**src/rtl/uvst_pkg.sv**
```systemverilog
package uvst_pkg;

  // table size and derived widths
  localparam int unsigned CAPACITY = 16;
  localparam int unsigned IDX_W    = (CAPACITY > 1) ? $clog2(CAPACITY) : 1;
  localparam int unsigned CNT_W    = $clog2(CAPACITY + 1);
  localparam int unsigned OUT_CNT_W = 5;

  // request queue between front and back
  localparam int unsigned QDEPTH  = 2;
  localparam int unsigned QPTR_W  = $clog2(QDEPTH);
  localparam int unsigned QCNT_W  = $clog2(QDEPTH + 1);

  // operation codes
  localparam logic [1:0] OP_LOOKUP = 2'd0;
  localparam logic [1:0] OP_INSERT = 2'd1;
  localparam logic [1:0] OP_REMOVE = 2'd2;
  localparam logic [1:0] OP_CLEAR  = 2'd3;

  // status codes
  localparam logic [1:0] ST_OK     = 2'd0;
  localparam logic [1:0] ST_DUP    = 2'd1;
  localparam logic [1:0] ST_ABSENT = 2'd2;
  localparam logic [1:0] ST_FULL   = 2'd3;

  // one queued request word
  typedef struct packed {
    logic [1:0]         func;
    logic signed [31:0] value;
  } req_t;

  // queue status seen by the back end
  typedef struct packed {
    logic valid;
    req_t req;
  } q_head_t;

endpackage

```
**src/rtl/uvst_front.sv**
```systemverilog
module uvst_front (
  input  logic                clk_i,
  input  logic                rst_ni,
  input  logic                start_i,
  input  logic [1:0]          func_i,
  input  logic signed [31:0]  value_i,
  output logic                busy_o,
  output uvst_pkg::q_head_t   head_o,
  input  logic                pop_i
);

  uvst_pkg::req_t                    mem_q [uvst_pkg::QDEPTH];
  logic [uvst_pkg::QPTR_W-1:0]       wr_ptr_q, wr_ptr_d;
  logic [uvst_pkg::QPTR_W-1:0]       rd_ptr_q, rd_ptr_d;
  logic [uvst_pkg::QCNT_W-1:0]       cnt_q, cnt_d;
  logic                              push;
  logic                              pop;

  // accept a word whenever the queue has room
  assign busy_o = (cnt_q == uvst_pkg::QCNT_W'(uvst_pkg::QDEPTH));
  assign push   = start_i && !busy_o;
  assign pop    = pop_i && (cnt_q != '0);

  assign head_o.valid = (cnt_q != '0);
  assign head_o.req   = mem_q[rd_ptr_q];

  // pointer and fill count update
  always_comb begin
    wr_ptr_d = wr_ptr_q;
    rd_ptr_d = rd_ptr_q;
    cnt_d    = cnt_q;
    if (push) begin
      wr_ptr_d = (wr_ptr_q == uvst_pkg::QPTR_W'(uvst_pkg::QDEPTH - 1)) ? '0
                 : wr_ptr_q + uvst_pkg::QPTR_W'(1);
    end
    if (pop) begin
      rd_ptr_d = (rd_ptr_q == uvst_pkg::QPTR_W'(uvst_pkg::QDEPTH - 1)) ? '0
                 : rd_ptr_q + uvst_pkg::QPTR_W'(1);
    end
    if (push && !pop) begin
      cnt_d = cnt_q + uvst_pkg::QCNT_W'(1);
    end else if (pop && !push) begin
      cnt_d = cnt_q - uvst_pkg::QCNT_W'(1);
    end
  end

  always_ff @(posedge clk_i or negedge rst_ni) begin
    if (!rst_ni) begin
      wr_ptr_q <= '0;
      rd_ptr_q <= '0;
      cnt_q    <= '0;
    end else begin
      wr_ptr_q <= wr_ptr_d;
      rd_ptr_q <= rd_ptr_d;
      cnt_q    <= cnt_d;
    end
  end

  // queue storage
  always_ff @(posedge clk_i) begin
    if (push) begin
      mem_q[wr_ptr_q].func  <= func_i;
      mem_q[wr_ptr_q].value <= value_i;
    end
  end

endmodule

```
**src/rtl/uvst_back.sv**
```systemverilog
module uvst_back (
  input  logic                              clk_i,
  input  logic                              rst_ni,
  input  uvst_pkg::q_head_t                 head_i,
  output logic                              pop_o,
  output logic                              done_o,
  output logic [1:0]                        status_o,
  output logic [uvst_pkg::CNT_W-1:0]        count_o
);

  localparam logic S_FETCH = 1'b0;
  localparam logic S_EXEC  = 1'b1;

  logic                               state_q, state_d;
  logic [31:0]                        vals_q [uvst_pkg::CAPACITY];
  logic [uvst_pkg::CAPACITY-1:0]      valid_q, valid_d;
  logic [uvst_pkg::CNT_W-1:0]         cnt_q, cnt_d;
  logic [1:0]                         func_q;
  logic [31:0]                        val_q;
  logic [uvst_pkg::CAPACITY-1:0]      hit_q, hit_d;
  logic [uvst_pkg::CAPACITY-1:0]      free_q, free_d;
  logic [uvst_pkg::IDX_W-1:0]         hit_idx;
  logic [uvst_pkg::IDX_W-1:0]         free_idx;
  logic                               wr_en;
  logic                               done_q, done_d;
  logic [1:0]                         status_q, status_d;

  // take a word from the queue whenever the back end is free
  assign pop_o = (state_q == S_FETCH) && head_i.valid;

  // parallel compare against every valid slot
  always_comb begin
    for (int i = 0; i < uvst_pkg::CAPACITY; i++) begin
      hit_d[i] = valid_q[i] && (vals_q[i] == 32'(head_i.req.value));
    end
    free_d = ~valid_q;
  end

  // lowest matching slot and lowest free slot
  always_comb begin
    hit_idx  = '0;
    free_idx = '0;
    for (int i = uvst_pkg::CAPACITY - 1; i >= 0; i--) begin
      if (hit_q[i]) begin
        hit_idx = uvst_pkg::IDX_W'(i);
      end
      if (free_q[i]) begin
        free_idx = uvst_pkg::IDX_W'(i);
      end
    end
  end

  // execute the operation on the registered compare results
  always_comb begin
    state_d  = state_q;
    valid_d  = valid_q;
    cnt_d    = cnt_q;
    wr_en    = 1'b0;
    done_d   = 1'b0;
    status_d = status_q;
    case (state_q)
      S_FETCH: begin
        if (head_i.valid) begin
          state_d = S_EXEC;
        end
      end
      S_EXEC: begin
        state_d  = S_FETCH;
        done_d   = 1'b1;
        status_d = uvst_pkg::ST_OK;
        case (func_q)
          uvst_pkg::OP_LOOKUP: begin
            if (hit_q == '0) begin
              status_d = uvst_pkg::ST_ABSENT;
            end
          end
          uvst_pkg::OP_INSERT: begin
            if (hit_q != '0) begin
              status_d = uvst_pkg::ST_DUP;
            end else if (free_q == '0) begin
              status_d = uvst_pkg::ST_FULL;
            end else begin
              wr_en             = 1'b1;
              valid_d[free_idx] = 1'b1;
              cnt_d             = cnt_q + uvst_pkg::CNT_W'(1);
            end
          end
          uvst_pkg::OP_REMOVE: begin
            if (hit_q == '0) begin
              status_d = uvst_pkg::ST_ABSENT;
            end else begin
              valid_d[hit_idx] = 1'b0;
              cnt_d            = cnt_q - uvst_pkg::CNT_W'(1);
            end
          end
          default: begin
            valid_d = '0;
            cnt_d   = '0;
          end
        endcase
      end
      default: begin
        state_d = S_FETCH;
      end
    endcase
  end

  always_ff @(posedge clk_i or negedge rst_ni) begin
    if (!rst_ni) begin
      state_q  <= S_FETCH;
      valid_q  <= '0;
      cnt_q    <= '0;
      done_q   <= 1'b0;
      status_q <= uvst_pkg::ST_OK;
    end else begin
      state_q  <= state_d;
      valid_q  <= valid_d;
      cnt_q    <= cnt_d;
      done_q   <= done_d;
      status_q <= status_d;
    end
  end

  // latched operation and compare vectors
  always_ff @(posedge clk_i) begin
    if (pop_o) begin
      func_q <= head_i.req.func;
      val_q  <= 32'(head_i.req.value);
      hit_q  <= hit_d;
      free_q <= free_d;
    end
  end

  // value store, one write per insert
  always_ff @(posedge clk_i) begin
    if (wr_en) begin
      vals_q[free_idx] <= val_q;
    end
  end

  assign done_o   = done_q;
  assign status_o = status_q;
  assign count_o  = cnt_q;

endmodule

```
**src/rtl/unique_value_set_table.sv**
```systemverilog
// Set of distinct 32-bit values in a 16-slot table with valid marks.
// The result strobe follows the queue slot, the latched compare vectors and
// the done register when the back end is free; words wait in a 2-deep queue.
// The back end takes one word at a time through the compare-then-update pass.
// The receiver cannot stall; done_o is a single-cycle strobe.
// Reset (rst_ni low, async) empties the table and queue; no clearing pass.
module unique_value_set_table (
  input  logic                clk_i,
  input  logic                rst_ni,
  input  logic                start_i,
  output logic                busy_o,
  input  logic [1:0]          func_i,
  input  logic signed [31:0]  value_i,
  output logic                done_o,
  output logic [1:0]          status_o,
  output logic [4:0]          entry_count_o
);

  uvst_pkg::q_head_t                  head;
  logic                               pop;
  logic [uvst_pkg::CNT_W-1:0]         count;
  logic [uvst_pkg::CNT_W+uvst_pkg::OUT_CNT_W-1:0] count_ext;

  // front end: accept and queue words
  uvst_front u_front (
    .clk_i   (clk_i),
    .rst_ni  (rst_ni),
    .start_i (start_i),
    .func_i  (func_i),
    .value_i (value_i),
    .busy_o  (busy_o),
    .head_o  (head),
    .pop_i   (pop)
  );

  // back end: compare, update, report
  uvst_back u_back (
    .clk_i    (clk_i),
    .rst_ni   (rst_ni),
    .head_i   (head),
    .pop_o    (pop),
    .done_o   (done_o),
    .status_o (status_o),
    .count_o  (count)
  );

  // count shows its low five bits
  assign count_ext     = {{uvst_pkg::OUT_CNT_W{1'b0}}, count};
  assign entry_count_o = count_ext[uvst_pkg::OUT_CNT_W-1:0];

endmodule
```
**config.mk**
```make
export PLATFORM = sky130hd
export DESIGN_NAME = unique_value_set_table
export DESIGN_NICKNAME = d
export VERILOG_FILES = /design/src/rtl/uvst_pkg.sv /design/src/rtl/uvst_front.sv /design/src/rtl/uvst_back.sv /design/src/rtl/unique_value_set_table.sv
export SDC_FILE = /design/constraint.sdc
export NUM_CORES = 1
export LEC_CHECK = 0
export BUFFER_PORTS_ARGS = -buffer_cell sky130_fd_sc_hd__buf_2
export CAP_MARGIN = 25
export CORE_ASPECT_RATIO = 0.8
export CORE_MARGIN = 2
export CORE_UTILIZATION = 30
export CTS_CLUSTER_DIAMETER = 120
export DETAILED_ROUTE_END_ITERATION = 16
export HOLD_SLACK_MARGIN = 0.03
export SLEW_MARGIN = 25
export SYNTH_ARGS = -nofsm -noshare
export SYNTH_HDL_FRONTEND = slang
export SYNTH_SLANG_ARGS = --single-unit
```
**constraint.sdc**
```tcl
create_clock -name clk_i -period 10 [get_ports clk_i]
set_input_delay 0.5 -clock clk_i [delete_from_list [all_inputs] [get_ports clk_i]]
set_output_delay 0.5 -clock clk_i [all_outputs]
set_load 0.005 [all_outputs]
```
==> results.py <==
metrics = {
    "yosys": {
        "synth_most_common_cell": "edfxtp_1",
        "synthesis.nets": 1768,
        "synthFlopType": "edfxtp_1",
        "ys_seq_area_share_pct": 70.9,
        "synth_area_leaders": "edfxtp_1 (68%), xor2_1 (14%), dfrtp_1 (2.6%)",
        "async_flop_share_pct": 4.30,
        "ys_top_cells_by_count": "edfxtp_1 (646), xor2_1 (451), nand4_1 (115)",
        "syn_inst": 1722,
        "yosys.area.top_type_share_pct": 68.4,
        "syn_area_per_cell_um2": 16.5,
        "syn_area_um2": 28400,
        "synth_edf_count": 646,
        "netlist-cell-type-count": 60,
        "yosys.area.top_type": "edfxtp_1",
        "yosysWarningCount": 0,
        "yosys_register_bits": 675,
    },
    "cts": {
        "clkTransAtPathRegs_ns": 0.06,
        "htreeDepth": 3,
        "clock-root-buffer": "clkbuf_16",
        "cts_resized": 0,
        "cts_tree": "done",
        "clkSinkCount": 675,
        "cts_buffers": 67,
        "clk_path_buf_depth": 3,
        "worstSkewPairLatency_ns": 0.62,
    },
    "place": {
        "place_area_um2": 30500,
        "io_buffers": 45,
        "dp_hpwl_um": 55100,
        "gp_congestion": 0.887,
        "placed_cells": 3012,
    },
    "critical_path": {
        "worst-path-buf-inv": 2,
        "path_class": "reg2reg",
        "worstPathArrival_ns": 5.29,
        "path_delay_family": "simple AND/OR/NAND/NOR gates",
        "critical-path-max-stage-delay_ns": 1.07,
        "crit_chain": "buf_4 -> mux2i_4 -> buf_8 -> xor2_1 -> nand4_1 -> nor4_1 -> nand4_1 -> nor4_1",
        "cp-start-kind": "flop",
        "crit_cells": 8,
        "cp_max_fo": 23,
        "cp.required_ns": 10.25,
        "cp-end-kind": "flop",
        "slowest_stage": "nor4_1",
        "reg2reg_depth": 8,
    },
    "routing": {
        "drt-pass1-iter-count": 5,
        "num_vias": 15700,
        "wl_um": 85500,
        "drc": 0,
        "routed_via_density": 5.01,
        "drt_iter0_drc": 2233,
        "wire_per_inst_um": 27.3,
        "antenna_left": 0,
    },
    "grt": {
        "grt_max_degree": 48,
        "globalRouteOverflowTotal": 0,
        "grt_pass1_wl_um": 119000,
        "grt_pass1_vias": 15200,
        "antenna_found_initial": 3,
        "gr-usage-all-layers_pct": 17.5,
    },
    "floorplanning": {
        "fp.coreArea_um2": 93300,
        "die_area_um2": 97100,
        "ios": 46,
        "die_h_um": 279,
        "rows": 100,
        "start_util_pct": 30.4,
        "die_x_um": 348,
    },
    "timing": {
        "min_period_ns": 5.04,
        "hold_violations": 0,
        "max_slew.worst_pin.slew_ns": 1.14,
        "grt_setup_unrepaired": "false",
        "setup_violations": 0,
        "fmax_mhz": 198,
        "fin_skew_ns": 0.0282,
        "maxSlewViolCount": 0,
        "fin_crit_sh_pct": 50.4,
        "hold_ws_ns": 0.0734,
        "slew_headroom_pct": 23.4,
        "setup_tns_ns": 0,
    },
    "power_and_ir_drop": {
        "total_power_mw": 9.20,
        "vdd_drop_max_v": 0.000129,
        "p_leak_nw": 10.8,
        "p_per_area_nw_per_um2": 281,
    },
    "final_layout": {
        "final_cell_area_um2": 32700,
        "nFillCells": 8800,
        "register_area_um2": 20100,
        "drive_gt1_share_pct": 14.4,
        "multi_input_area_um2": 7860,
        "nets": 1910,
        "area_growth_pct": 15.2,
        "fin_cells": 3138,
    },
    "outcome": {
        "status": "finished, final reports clean",
    },
    "flow_run": {
        "maxCapViolCount": 0,
    },
    "hold_path": {
        "hp-class": "in2reg",
        "min_path_cells": 1,
    },
}
-- metal layers --
layer | wire, µm | up-vias | global-route usage [%]
met5 | 23 | - | 0
met4 | 1390 | 4 | 3.67
li1 | - | 6685 | -
met2 | 36000 | 783 | 25.0
met1 | 38700 | 8166 | 25.6
met3 | 9420 | 96 | 6.06
-- cells by family after synthesis --
logic type	after synthesis	synth area share (%)
XOR/XNOR	520	16.0
flip-flops	675	70.9
AO/OA/AOI/OAI	74	1.80
multiplexers	36	2.70
adder cells (fa/ha/maj)	9	0.423
buffers and inverters	106	1.91
AND/OR/NAND/NOR	302	6.22
-- flip-flops by register name (all words and copies together) (netlist names) --
register,cells
u_front.cnt_q,2
u_back.count_o,5
u_back.free_q,16
u_back.state_q,1
u_back.vals_q,512
u_front.wr_ptr_q,1
u_back.func_q,2
u_back.status_o,2
u_back.valid_q,16
u_front.rd_ptr_q,1
u_back.done_o,1
u_front.mem_q,68
u_back.hit_q,16
u_back.val_q,32
-- placed cells by master, fill, tap and decap left out, drive strengths merged, types with 2 or more instances in the layout --
master / n
buf: 112
nand4: 115
inv: 70
clkbuf: 82
o221ai: 3
a221oi: 2
a31oi: 6
nor3: 7
o21ai: 12
nor2: 41
or2: 3
or4: 6
or3: 6
nand2: 26
ha: 8
xor2: 451
o22ai: 4
nand4b: 2
mux2i: 32
edfxtp: 646
o22a: 5
a21oi: 17
mux2: 4
o31ai: 7
bufinv: 3
o2111ai: 2
a21o: 3
clkinv: 26
nor4: 65
xnor2: 69
o211ai: 3
clkinvlp: 2
nand3: 19
dfrtp: 29
nand2b: 7
diode: 2
-- worst paths after layout --
kind | startpoint | end | slack [ns]
max | u_front.rd_ptr_q$_DFFE_PN0P_ | u_back.hit_q[15]$_DFFE_PP_ | 4.96
min | value_i[12] | u_front.mem_q[1][12]$_DFFE_PP_ | 0.07
max reg2reg | u_front.rd_ptr_q$_DFFE_PN0P_ | u_back.hit_q[15]$_DFFE_PP_ | 4.96
min reg2reg | u_front.cnt_q[1]$_DFFE_PN0P_ | u_front.cnt_q[1]$_DFFE_PN0P_ | 0.51
max in group asynchronous | rst_ni | u_front.rd_ptr_q$_DFFE_PN0P_ | 9.03
min in group asynchronous | rst_ni | u_front.rd_ptr_q$_DFFE_PN0P_ | 0.47
-- cell type report --
cell class,count,area share (%)
antenna,2,0.0153
clock buffer,82,5.43
clock inverter,35,0.815
inverter,66,0.761
multi-input combinational,941,24.0
sequential,675,61.5
tap,1224,4.68
timing repair buffer,113,2.70
-- where the power goes --
| part | internal [mW] | switching (mW) |
|---|---|---|
| registers | 3.70 | 0.566 |
| clock network | 1.34 | 1.07 |
| logic | 0.798 | 1.73 |
-- through the flow --
stage | util (%) | worst slack (ns)
floorplan | - | 6.30
global placement | 32.5 | 4.36
detailed placement | 32.7 | 4.96
CTS | 34.9 | 4.95
global route | 35.0 | 4.86
finish | 35.0 | 4.96
-- repair_timing --
action / CTS / global route
hold buffers: 1 / 0
hold endpoints to repair: 29 / 0
buffers inserted: 0 / 0
Power figures use the tool's default switching activity.
